<file path="config.mk">
export PLATFORM = sky130hd
export DESIGN_NAME = windowed_class_vote_qualifier
export DESIGN_NICKNAME = d
export VERILOG_FILES = /design/src/rtl/wvq_pkg.sv /design/src/rtl/wvq_cell.sv /design/src/rtl/wvq_vote.sv /design/src/rtl/windowed_class_vote_qualifier.sv
export SDC_FILE = /design/constraint.sdc
export NUM_CORES = 1
export LEC_CHECK = 0
export BUFFER_PORTS_ARGS = -buffer_cell sky130_fd_sc_hd__buf_2
export CAP_MARGIN = 10
export CORE_MARGIN = 4
export CORE_UTILIZATION = 40
export CTS_CLUSTER_DIAMETER = 120
export DETAILED_ROUTE_END_ITERATION = 10
export PLACE_DENSITY = 0.57
export SLEW_MARGIN = 20
export SYNTH_ARGS = -nofsm -noshare
export SYNTH_HDL_FRONTEND = slang
export SYNTH_SLANG_ARGS = --single-unit
</file>
<file path="constraint.sdc">
create_clock -name i_clk -period 5.6 [get_ports i_clk]
set_input_delay 0.28 -clock i_clk [delete_from_list [all_inputs] [get_ports i_clk]]
set_output_delay 0.28 -clock i_clk [all_outputs]
set_load 0.1 [all_outputs]
</file>
<file path="src/rtl/wvq_pkg.sv">
// shared types and constants for the windowed class vote qualifier
package wvq_pkg;

    localparam int DEFAULT_WINDOW_DEPTH = 8;

    localparam int CLASS_W   = 4;
    localparam int THRESH_W  = 4;
    localparam int TIMEOUT_W = 16;
    localparam int CFG_IDX_W = 3;
    localparam int CFG_DATA_W = 16;

    localparam logic [THRESH_W-1:0]  RST_PRI_THRESH      = 4'd5;
    localparam logic [THRESH_W-1:0]  RST_PRI_HELD_THRESH = 4'd7;
    localparam logic [THRESH_W-1:0]  RST_SEC_THRESH      = 4'd3;
    localparam logic [TIMEOUT_W-1:0] RST_TIMEOUT_LIMIT   = 16'd50;

    localparam logic [TIMEOUT_W-1:0] IDLE_COUNT_MAX = '1;

    typedef enum logic [CFG_IDX_W-1:0] {
        CFG_PRI_THRESH      = 3'd0,
        CFG_PRI_HELD_THRESH = 3'd1,
        CFG_SEC_THRESH      = 3'd2,
        CFG_TIMEOUT_LIMIT   = 3'd3
    } t_cfg_idx;

    typedef enum logic [1:0] {
        ST_IDLE  = 2'd0,
        ST_COUNT = 2'd1,
        ST_VOTE  = 2'd2
    } t_state;

    typedef struct packed {
        logic [THRESH_W-1:0]  pri_thresh;
        logic [THRESH_W-1:0]  pri_held_thresh;
        logic [THRESH_W-1:0]  sec_thresh;
        logic [TIMEOUT_W-1:0] timeout_limit;
    } t_cfg;

    typedef struct packed {
        logic                primary_stable;
        logic [CLASS_W-1:0]  held_class;
        logic                servo_pulse;
        logic                motor_pulse;
        logic                detected;
        logic                disarm;
    } t_result;

endpackage

</file>
<file path="src/rtl/wvq_cell.sv">
// one window cell: holds one class entry and adds its match to the passing count
module wvq_cell #(
    parameter int CW = 4
) (
    input  logic                        i_clk,
    input  logic                        i_rst_n,
    input  logic                        i_shift,
    input  logic [wvq_pkg::CLASS_W-1:0] i_entry,
    input  logic [wvq_pkg::CLASS_W-1:0] i_sample,
    input  logic [CW-1:0]               i_count,
    output logic [wvq_pkg::CLASS_W-1:0] o_entry,
    output logic [CW-1:0]               o_count
);

    logic [wvq_pkg::CLASS_W-1:0] r_entry;
    logic [CW-1:0]               r_count;
    logic [CW-1:0]               n_count;

    // entries reset to class none
    always_ff @(posedge i_clk) begin
        if (!i_rst_n) begin
            r_entry <= '0;
        end else if (i_shift) begin
            r_entry <= i_entry;
        end
    end

    assign n_count = i_count + CW'(r_entry == i_sample);

    always_ff @(posedge i_clk) begin
        r_count <= n_count;
    end

    assign o_entry = r_entry;
    assign o_count = r_count;

endmodule

</file>
<file path="src/rtl/wvq_vote.sv">
// vote thresholds, held class, detected flag and idle timeout
module wvq_vote #(
    parameter int CW = 4
) (
    input  logic                        i_clk,
    input  logic                        i_rst_n,
    input  logic                        i_commit,
    input  logic [CW-1:0]               i_matches,
    input  logic [wvq_pkg::CLASS_W-1:0] i_sample,
    input  logic                        i_armed,
    input  wvq_pkg::t_cfg               i_cfg,
    output wvq_pkg::t_result            o_result
);

    localparam int CMPW = (CW > wvq_pkg::THRESH_W) ? CW : wvq_pkg::THRESH_W;

    logic                                r_held_mode;
    logic [wvq_pkg::CLASS_W-1:0]         r_latched;
    logic                                r_detect;
    logic [wvq_pkg::TIMEOUT_W-1:0]       r_idle;

    logic                                n_held_mode;
    logic [wvq_pkg::CLASS_W-1:0]         n_latched;
    logic                                n_detect;
    logic [wvq_pkg::TIMEOUT_W-1:0]       n_idle;

    logic [wvq_pkg::THRESH_W-1:0]        need1;
    logic                                pass1;
    logic                                pass2;
    logic                                disarm;
    logic                                non_none;

    always_comb begin
        non_none  = (i_sample != '0);
        need1     = r_held_mode ? i_cfg.pri_held_thresh : i_cfg.pri_thresh;
        pass1     = CMPW'(i_matches) >= CMPW'(need1);
        pass2     = CMPW'(i_matches) >= CMPW'(i_cfg.sec_thresh);

        n_held_mode = r_held_mode;
        n_latched   = r_latched;
        n_idle      = r_idle;
        n_detect    = r_detect;
        disarm      = 1'b0;

        if (pass1) begin
            n_latched   = i_sample;
            n_held_mode = non_none;
            n_idle      = '0;
        end
        if (pass2) begin
            n_detect = non_none;
        end
        // idle timeout runs only while armed and nothing detected
        if (!n_detect && i_armed) begin
            if (n_idle != wvq_pkg::IDLE_COUNT_MAX) begin
                n_idle = n_idle + 1'b1;
            end
            if (n_idle > i_cfg.timeout_limit) begin
                disarm = 1'b1;
                n_idle = '0;
            end
        end

        o_result.primary_stable = pass1;
        o_result.held_class     = n_latched;
        o_result.servo_pulse    = pass1 && non_none;
        o_result.motor_pulse    = pass2;
        o_result.detected       = n_detect;
        o_result.disarm         = disarm;
    end

    always_ff @(posedge i_clk) begin
        if (!i_rst_n) begin
            r_held_mode <= 1'b0;
            r_latched   <= '0;
            r_detect    <= 1'b0;
            r_idle      <= '0;
        end else if (i_commit) begin
            r_held_mode <= n_held_mode;
            r_latched   <= n_latched;
            r_detect    <= n_detect;
            r_idle      <= n_idle;
        end
    end

endmodule

</file>
<file path="src/rtl/windowed_class_vote_qualifier.sv">
// top level of the windowed class vote qualifier
// One sample transfer at a time. The accepted class shifts into a chain of
// WINDOW_DEPTH cells (the window, oldest entry falls off the far end; the match
// count does not depend on entry order, so this is equivalent to a ring). A
// match count then ripples down the chain, one cell per cycle, each cell adding
// one when its entry equals the sample. Once the count has passed every cell,
// the far end holds the total, and the vote stage compares it against the
// thresholds, updates held class, detected flag and idle counter, and loads
// the result register. The result is ready when the count has run the length
// of the chain and the vote stage commits; the commit waits while the result
// register is still full. A new sample is taken only after the previous one
// has been voted. The input side is free again as soon as the result
// register is loaded, so the next sample may be taken while a result still
// waits for its output transfer.
// Configuration writes are always accepted (ready tied high); index beyond the
// register list is ignored. No clearing pass: window entries reset directly.
module windowed_class_vote_qualifier #(
    parameter int WINDOW_DEPTH = wvq_pkg::DEFAULT_WINDOW_DEPTH
) (
    input  logic                           i_clk,
    input  logic                           i_rst_n,

    // sample channel
    input  logic                           i_in_valid,
    output logic                           o_in_ready,
    input  logic [wvq_pkg::CLASS_W-1:0]    i_sample_class,
    input  logic                           i_armed,

    // result channel
    output logic                           o_out_valid,
    input  logic                           i_out_ready,
    output logic                           o_primary_stable,
    output logic [wvq_pkg::CLASS_W-1:0]    o_held_class,
    output logic                           o_servo_pulse,
    output logic                           o_motor_pulse,
    output logic                           o_detected,
    output logic                           o_disarm,

    // configuration write channel
    input  logic                           i_cfg_valid,
    output logic                           o_cfg_ready,
    input  logic [wvq_pkg::CFG_IDX_W-1:0]  i_cfg_index,
    input  logic [wvq_pkg::CFG_DATA_W-1:0] i_cfg_data
);

    // count width holds 0..WINDOW_DEPTH, step counter indexes the chain
    localparam int CW = $clog2(WINDOW_DEPTH + 1);
    localparam int SW = (WINDOW_DEPTH > 1) ? $clog2(WINDOW_DEPTH) : 1;
    localparam logic [SW-1:0] LAST_STEP = SW'(WINDOW_DEPTH - 1);

    // config registers
    wvq_pkg::t_cfg r_cfg;

    assign o_cfg_ready = 1'b1;

    always_ff @(posedge i_clk) begin
        if (!i_rst_n) begin
            r_cfg.pri_thresh      <= wvq_pkg::RST_PRI_THRESH;
            r_cfg.pri_held_thresh <= wvq_pkg::RST_PRI_HELD_THRESH;
            r_cfg.sec_thresh      <= wvq_pkg::RST_SEC_THRESH;
            r_cfg.timeout_limit   <= wvq_pkg::RST_TIMEOUT_LIMIT;
        end else if (i_cfg_valid && o_cfg_ready) begin
            unique case (wvq_pkg::t_cfg_idx'(i_cfg_index))
                wvq_pkg::CFG_PRI_THRESH:
                    r_cfg.pri_thresh <= i_cfg_data[wvq_pkg::THRESH_W-1:0];
                wvq_pkg::CFG_PRI_HELD_THRESH:
                    r_cfg.pri_held_thresh <= i_cfg_data[wvq_pkg::THRESH_W-1:0];
                wvq_pkg::CFG_SEC_THRESH:
                    r_cfg.sec_thresh <= i_cfg_data[wvq_pkg::THRESH_W-1:0];
                wvq_pkg::CFG_TIMEOUT_LIMIT:
                    r_cfg.timeout_limit <= i_cfg_data[wvq_pkg::TIMEOUT_W-1:0];
                default: ;  // unused indexes are dropped
            endcase
        end
    end

    // control state
    wvq_pkg::t_state             r_state, n_state;
    logic [SW-1:0]               r_step, n_step;
    logic [wvq_pkg::CLASS_W-1:0] r_sample;
    logic                        r_armed;
    logic                        r_out_valid, n_out_valid;
    wvq_pkg::t_result            r_out;

    logic             in_xfer;
    logic             commit;
    wvq_pkg::t_result vote_result;

    assign o_in_ready = (r_state == wvq_pkg::ST_IDLE);
    assign in_xfer    = i_in_valid && o_in_ready;

    // sample and armed flag held for the whole item
    always_ff @(posedge i_clk) begin
        if (in_xfer) begin
            r_sample <= i_sample_class;
            r_armed  <= i_armed;
        end
    end

    // cell chain: entries shift right on a sample transfer, counts ripple right
    logic [wvq_pkg::CLASS_W-1:0] entry_link [WINDOW_DEPTH+1];
    logic [CW-1:0]               count_link [WINDOW_DEPTH+1];

    assign entry_link[0] = i_sample_class;
    assign count_link[0] = '0;

    for (genvar g = 0; g < WINDOW_DEPTH; g++) begin : g_cell
        wvq_cell #(
            .CW (CW)
        ) u_cell (
            .i_clk    (i_clk),
            .i_rst_n  (i_rst_n),
            .i_shift  (in_xfer),
            .i_entry  (entry_link[g]),
            .i_sample (r_sample),
            .i_count  (count_link[g]),
            .o_entry  (entry_link[g+1]),
            .o_count  (count_link[g+1])
        );
    end

    // far-end entry drops out of the window
    logic [wvq_pkg::CLASS_W-1:0] dropped_entry;
    assign dropped_entry = entry_link[WINDOW_DEPTH];

    wvq_vote #(
        .CW (CW)
    ) u_vote (
        .i_clk     (i_clk),
        .i_rst_n   (i_rst_n),
        .i_commit  (commit),
        .i_matches (count_link[WINDOW_DEPTH]),
        .i_sample  (r_sample),
        .i_armed   (r_armed),
        .i_cfg     (r_cfg),
        .o_result  (vote_result)
    );

    // sequencer: idle -> count down the chain -> vote into result register
    always_comb begin
        n_state     = r_state;
        n_step      = r_step;
        n_out_valid = r_out_valid;
        commit      = 1'b0;

        if (r_out_valid && i_out_ready) begin
            n_out_valid = 1'b0;
        end

        unique case (r_state)
            wvq_pkg::ST_IDLE: begin
                if (in_xfer) begin
                    n_state = wvq_pkg::ST_COUNT;
                    n_step  = '0;
                end
            end
            wvq_pkg::ST_COUNT: begin
                if (r_step == LAST_STEP) begin
                    n_state = wvq_pkg::ST_VOTE;
                end else begin
                    n_step = r_step + 1'b1;
                end
            end
            wvq_pkg::ST_VOTE: begin
                // result register free, or freed by a transfer this cycle
                if (!r_out_valid || i_out_ready) begin
                    commit      = 1'b1;
                    n_out_valid = 1'b1;
                    n_state     = wvq_pkg::ST_IDLE;
                end
            end
            default: begin
                n_state = wvq_pkg::ST_IDLE;
            end
        endcase
    end

    always_ff @(posedge i_clk) begin
        if (!i_rst_n) begin
            r_state     <= wvq_pkg::ST_IDLE;
            r_step      <= '0;
            r_out_valid <= 1'b0;
        end else begin
            r_state     <= n_state;
            r_step      <= n_step;
            r_out_valid <= n_out_valid;
        end
    end

    always_ff @(posedge i_clk) begin
        if (commit) begin
            r_out <= vote_result;
        end
    end

    assign o_out_valid      = r_out_valid;
    assign o_primary_stable = r_out.primary_stable;
    assign o_held_class     = r_out.held_class;
    assign o_servo_pulse    = r_out.servo_pulse;
    assign o_motor_pulse    = r_out.motor_pulse;
    assign o_detected       = r_out.detected;
    assign o_disarm         = r_out.disarm;

    // the dropped entry has no consumer beyond the chain end
    logic unused_drop;
    assign unused_drop = ^dropped_entry;

endmodule
</file>
==> results.sh, run 1 <==
export IMPL_outcome="finished, final reports clean"
export IMPL_fillerInstances=1412
export IMPL_netlist_instances=673
export IMPL_grt_max_degree=77
export IMPL_drc=0
export IMPL_postSynth_asyncResetShare_pct=0
export IMPL_power_per_cell_area_nw_per_um2=312
export IMPL_max_cap_viol_count=0
export IMPL_postRouteAntennaNets=0
export IMPL_worstMarginPinSlew_ns=0.847
export IMPL_die_h_um=131
export IMPL_hold_buffers=0
export IMPL_synth_edff_count=14
export IMPL_io_buffers=39
export IMPL_synth_ff_type="dfxtp_1"
export IMPL_finish_instance_area_sq_um=6960
export IMPL_grt_usage_pct=16.0
export IMPL_arrival_ns=5.39
export IMPL_clockBufferDepth=2
export IMPL_drt_iter0_markers=248
export IMPL_drive_gt1_share_pct=12.6
export IMPL_multi_input_area_sq_um=3090
export IMPL_first_pass_iters=5
export IMPL_wl_met2_mm=5.98
export IMPL_cts_tree="yes"
export IMPL_synth_seq_area_share_pct=44.5
export IMPL_fin_skew_ns=0.00811
export IMPL_slew_violations=0
export IMPL_insertion_delay_ns=0.41
export IMPL_crit_fanout=10
export IMPL_grt_setup_unrepaired="false"
export IMPL_max_clock_freq_ghz=0.195
export IMPL_grt_pass1_wl_mm=22.5
export IMPL_power_total_mw=2.17
export IMPL_slew_headroom_pct=43.5
export IMPL_die_area_sq_um=17200
export IMPL_met1Wirelength_mm=6.50
export IMPL_highest_layer="met4"
export IMPL_final_cell_mix="nand2_1, dfxtp_1, a21oi_1"
export IMPL_clock_sinks=128
export IMPL_ys_warn_count=0
export IMPL_vias=4723
export IMPL_synthesis_area_sq_um=6070
export IMPL_worstSetupPathType="flip-flop to flip-flop"
export IMPL_cts_resized=0
export IMPL_holdCritPathClass="input port to flip-flop"
export IMPL_area_sequential_sq_um=2700
export IMPL_cts_root_buffer_cell="clkbuf_16"
export IMPL_syn_to_final_growth_pct=14.7
export IMPL_via_per_inst=5.26
export IMPL_hold_viol=0
export IMPL_overflow=0
export IMPL_fin_util_pct=47.4
export IMPL_tns_ns=0
export IMPL_htreeDepth=4
export IMPL_num_rows=44
export IMPL_num_antenna_cells=0
export IMPL_wire_per_inst_um=14.8
export IMPL_critPathLaunchType="flip-flop"
export IMPL_io_pins=41
export IMPL_setup_violations=0
export IMPL_end_kind="flip-flop"
export IMPL_min_period_over_period_pct=91.5
export IMPL_clk_pin_slew_ns=0.06
export IMPL_core_sq_um=14700
export IMPL_drt_wl_total_mm=13.3
export IMPL_die_w_um=131
export IMPL_peakVddDrop_mv=0.239
export IMPL_gp_congestion=0.923
export IMPL_place_hpwl_mm=9.07
export IMPL_postCtsSetupBuffers=0
export IMPL_start_util_pct=41.3
export IMPL_synth_ff_latch_count=128
export IMPL_antenna_found_initial=0
export IMPL_min_period_ns=5.12
export IMPL_cp_required_ns=5.86
export IMPL_cts_buffers=17
export IMPL_netlist_cell_type_count=59
export IMPL_p_leak_nw=2.74
export IMPL_synth_nets=742
export IMPL_syn_mean_instance_area_sq_um=9.02
export IMPL_dpl_cell_area_sq_um=6380
export IMPL_final_net_count=770
export IMPL_grt_pass1_vias=4501
export IMPL_wl_met3_um=744
export IMPL_final_common_cell="nand2_1"
==> stage by stage <==
| stage | setup slack, ns | hold slack, ns | std cells |
|---|---|---|---|
| floorplan | 0.369 | 0.379 | 673 |
| global placement | 0.649 | 0.421 | 866 |
| finish | 0.478 | 0.0539 | 898 |
| CTS | 0.293 | 0.0373 | 898 |
| detailed placement | 0.390 | 0.425 | 866 |
| global route | 0.0497 | 0.0245 | 898 |
==> flip-flops by register name, indices dropped and copies added (netlist names), 2 cells and up <==
name	flops
o_held_class	4
r_state	2
u_vote.r_idle	16
g_cell.u_cell.o_count	26
r_sample	4
u_vote.r_latched	4
g_cell.u_cell.o_entry	32
r_step	3
r_cfg	28
==> critical path: stages, from the launching register on <==
cell and delay (ns):
dfxtp_1 0.45, mux2_2 0.37, ha_1 0.27, nand2b_4 0.15, a2111oi_4 0.48, or2_1 0.18, nand2_1 0.11, inv_1 0.07
ha_1 0.24, inv_1 0.19, nor4_1 0.45, nor2_1 0.09, a211oi_1 0.34, ha_1 0.18, nand4_1 0.19, nor3_1 0.30
a21boi_0 0.27, o31ai_2 0.12, buf_4 0.19, a32oi_1 0.26, nor2_1 0.07
==> kinds of logic after synthesis <==
logic type | share of synthesized area [%]
AND/OR/NAND/NOR | 18.1
flip-flops | 44.5
AO/OA/AOI/OAI | 13.9
buffers and inverters | 4.72
XOR/XNOR | 6.64
adder cells (fa/ha/maj) | 8.25
multiplexers | 3.83
other | 0.0618
==> layer usage <==
metal | vias to the layer above | track usage, %
met1 | 2188 | 21.9
met4 | 0 | 4.96
met3 | 13 | 4.59
met5 | - | 0
li1 | 2394 | -
met2 | 128 | 24.7
==> synth_stat cells (4+ instances only) <==
| cell type | n | area [sq um] |
|---|---|---|
| nand2_1 | 138 | 518 |
| dfxtp_1 | 114 | 2280 |
| a21oi_1 | 63 | 315 |
| ha_1 | 40 | 500 |
| xor2_1 | 38 | 333 |
| nor2_1 | 37 | 139 |
| inv_1 | 28 | 105 |
| mux2i_1 | 21 | 210 |
| clkbuf_1 | 20 | 75.1 |
| nor4_1 | 17 | 106 |
| edfxtp_1 | 14 | 420 |
| nand3_1 | 12 | 60.1 |
| o21a_1 | 11 | 82.6 |
| nand4_1 | 8 | 50.1 |
| nor3_1 | 8 | 40.0 |
| o211ai_1 | 8 | 60.1 |
| xnor2_1 | 8 | 70.1 |
| buf_1 | 7 | 26.3 |
| buf_2 | 6 | 30.0 |
| o2111ai_1 | 6 | 52.6 |
| o31a_1 | 5 | 43.8 |
| a211oi_1 | 4 | 30.0 |
| a32oi_1 | 4 | 35.0 |
==> area by class of cell <==
| type | count | share of cell area, % |
|---|---|---|
| flip-flops and latches | 128 | 38.8 |
| multi-input cells | 478 | 44.4 |
| clock inverters | 15 | 2.10 |
| repair buffers | 46 | 3.56 |
| inverters | 30 | 1.69 |
| well taps | 184 | 3.31 |
| clock buffers | 17 | 6.11 |
==> worst paths after layout <==
path | from | endpoint | cells past startpoint | slack, ns
min reg2reg | g_cell[5].u_cell.o_count[3] | g_cell[6].u_cell.o_count[3] | 1 | 0.43
max reg2reg | u_vote.r_held_mode | u_vote.r_idle[14] | 20 | 0.48
min | i_sample_class[3] | r_sample[3] | 1 | 0.05
max | u_vote.r_held_mode | u_vote.r_idle[14] | 20 | 0.48
==> where the power goes <==
group          total, mW  switching [mW]  internal [mW]
sequential         0.972          0.0204          0.952
combinational      0.135          0.0826         0.0522
clock               1.07           0.442          0.623
(Power assumes the default switching activity.)
==> run 2: changes to the inputs <==
--- a/config.mk
+++ b/config.mk
@@ -7,11 +7,11 @@
 export LEC_CHECK = 0
 export BUFFER_PORTS_ARGS = -buffer_cell sky130_fd_sc_hd__buf_2
 export CAP_MARGIN = 10
-export CORE_MARGIN = 4
+export CORE_MARGIN = 5
 export CORE_UTILIZATION = 40
 export CTS_CLUSTER_DIAMETER = 120
 export DETAILED_ROUTE_END_ITERATION = 10
-export PLACE_DENSITY = 0.57
+export PLACE_DENSITY = 0.62
 export SLEW_MARGIN = 20
 export SYNTH_ARGS = -nofsm -noshare
 export SYNTH_HDL_FRONTEND = slang
==> results.sh, run 2 (synthesis results as in run 1) <==
export IMPL_outcome="finished, final reports clean"
export IMPL_cp_required_ns=5.92
export IMPL_worst_hold_startpoint="i_sample_class[2]"
export IMPL_end_kind="flip-flop"
export IMPL_htreeDepth=4
export IMPL_gp_congestion=0.875
export IMPL_postRouteAntennaNets=0
export IMPL_largest_register_ffs=32
export IMPL_num_antenna_cells=0
export IMPL_setup_violations=0
export IMPL_vias=4765
export IMPL_hold_buffers=0
export IMPL_drt_iter0_markers=262
export IMPL_overflow=0
export IMPL_grt_use_met2_pct=23.7
export IMPL_insertion_delay_ns=0.42
export IMPL_min_period_over_period_pct=91.9
export IMPL_core_sq_um=15000
export IMPL_drive_gt1_share_pct=12.2
export IMPL_reg2reg_to="u_vote.r_idle[2]"
export IMPL_place_hpwl_mm=9.09
export IMPL_dpl_cell_area_sq_um=6380
export IMPL_worstMarginPinSlew_ns=0.827
export IMPL_cpPeakStageDelay_ns=0.44
export IMPL_worstSetupPathType="flip-flop to flip-flop"
export IMPL_reg2reg_from="u_vote.r_held_mode"
export IMPL_holdCritPathClass="input port to flip-flop"
export IMPL_worst_hold_path_endpoint="r_sample[2]"
export IMPL_final_cell_mix="nand2_1, dfxtp_1, a21oi_1"
export IMPL_die_h_um=133
export IMPL_max_cap_viol_count=0
export IMPL_min_path_cells=1
export IMPL_die_w_um=133
export IMPL_start_util_pct=40.4
export IMPL_io_pins=41
export IMPL_power_per_cell_area_nw_per_um2=319
export IMPL_layout_setup_ws_ns=0.455
export IMPL_slew_violations=0
export IMPL_final_net_count=770
export IMPL_drt_wl_total_mm=13.2
export IMPL_die_area_sq_um=17700
export IMPL_arrival_ns=5.46
export IMPL_hold_viol=0
export IMPL_min_period_ns=5.15
export IMPL_grt_pass1_wl_mm=22.1
export IMPL_cts_tree="yes"
export IMPL_crit_top_cell="ha_1"
export IMPL_reg2reg_slack_ns=0.45
export IMPL_crit_fanout=17
export IMPL_clockBufferDepth=2
export IMPL_io_buffers=39
export IMPL_finish_instance_area_sq_um=7000
export IMPL_grt_usage_pct=15.3
export IMPL_peakVddDrop_mv=0.218
export IMPL_grt_pass1_vias=4573
export IMPL_grt_setup_unrepaired="false"
export IMPL_gr_max_usage_layer="met2"
export IMPL_cts_buffers=17
export IMPL_via_per_inst=5.28
export IMPL_num_rows=45
export IMPL_cp_slowest_cell="dfxtp_1"
export IMPL_max_clock_freq_ghz=0.194
export IMPL_cts_resized=0
export IMPL_slew_headroom_pct=44.9
export IMPL_syn_to_final_growth_pct=15.4
export IMPL_fin_util_pct=46.6
export IMPL_fin_skew_ns=0.0112
export IMPL_tns_ns=0
export IMPL_ff2ff_path_depth=21
export IMPL_first_pass_iters=5
export IMPL_antenna_found_initial=0
export IMPL_cts_root_buffer_cell="clkbuf_16"
export IMPL_drc=0
export IMPL_grt_met3_usage_pct=4.87
export IMPL_clock_sinks=128
export IMPL_final_common_cell="nand2_1"
export IMPL_post_place_ws_ns=0.528
export IMPL_clk_pin_slew_ns=0.06
export IMPL_p_leak_nw=2.77
export IMPL_grt_max_degree=77
export IMPL_met1_usage_pct=20.1
export IMPL_postCtsSetupBuffers=0
export IMPL_critPathLaunchType="flip-flop"
export IMPL_wire_per_inst_um=14.6
export IMPL_path_cells="mux2_2 > ha_1 > nand2b_4 > a2111oi_4 > or2_1 > nand2_1 > inv_1 > ha_1 > nand4_1 > nor2_1 > o211a_1 > buf_4 > mux2_2 > ha_1 > nor2b_1 > o21ai_1 > a21boi_0 > o31ai_1 > buf_4 > nand2_1 > o32ai_1"
[run 2: cell types whose count changed in the layout (fill, tap and decap cells not counted), moves of 2 or more]
cell | before | now
clkinv_2 | 0 | 3
clkbuf_16 | 17 | 19
clkinv_4 | 1 | 3
inv_4 | 2 | 0
inv_6 | 8 | 2
[run 2: worst max-delay path by stage]
stage / start / endpoint / slack (ns) / cells past startpoint
6_report: u_vote.r_held_mode / u_vote.r_idle[2] / 0.45 / 21
5_1_grt: u_vote.r_held_mode / u_vote.r_idle[2] / 0.03 / 22
4_1_cts: u_vote.r_held_mode / u_vote.r_idle[2] / 0.49 / 21
3_5_place_dp: u_vote.r_held_mode / u_vote.r_idle[2] / 0.53 / 21
3_3_place_gp: u_vote.r_held_mode / u_vote.r_idle[2] / 0.70 / 21
2_1_floorplan: u_vote.r_held_mode / u_vote.r_idle[10] / 0.37 / 27
[run 2: worst max-delay path, delay by kind of cell (launching register included)]
| kind | cells | cell delay (ns) |
|---|---|---|
| buf+inv | 3 | 0.59 |
| fa+ha+maj | 3 | 0.79 |
| simple gates | 7 | 1.05 |
| compound gates | 6 | 1.44 |
| flops | 1 | 0.44 |
| mux | 2 | 0.75 |
[run 2: cell type report]
cell class / instances / area, sq um
Multi-Input combinational cell: 478 / 3080
Fill cell: 1455 / 8030
Timing Repair Buffer: 46 / 248
Sequential cell: 128 / 2700
Inverter: 30 / 118
Clock inverter: 11 / 125
Clock buffer: 21 / 493
Tap cell: 188 / 235
[run 2: stage by stage]
step           total power, mW  cells  hold WS [ns]
5_1_grt                   2.33    902        0.0333
4_1_cts                   2.27    902        0.0339
6_report                  2.24    902        0.0533
2_1_floorplan             1.09    673         0.379
3_3_place_gp              1.12    870         0.421
3_5_place_dp              1.13    870         0.423
[run 2: layer usage]
metal	part of all wire [%]	vias to the layer above	wire, um
li1	-	2385	-
met2	45	130	5960
met4	1.7	0	224
met1	47	2229	6160
met5	0	-	0
met3	6.4	21	842
[run 2: power breakdown]
part	internal [mW]	total, mW	switching (mW)
clock network	0.720	1.13	0.409
logic	0.0522	0.135	0.0824
registers	0.952	0.972	0.0199
total	1.72	2.24	0.511
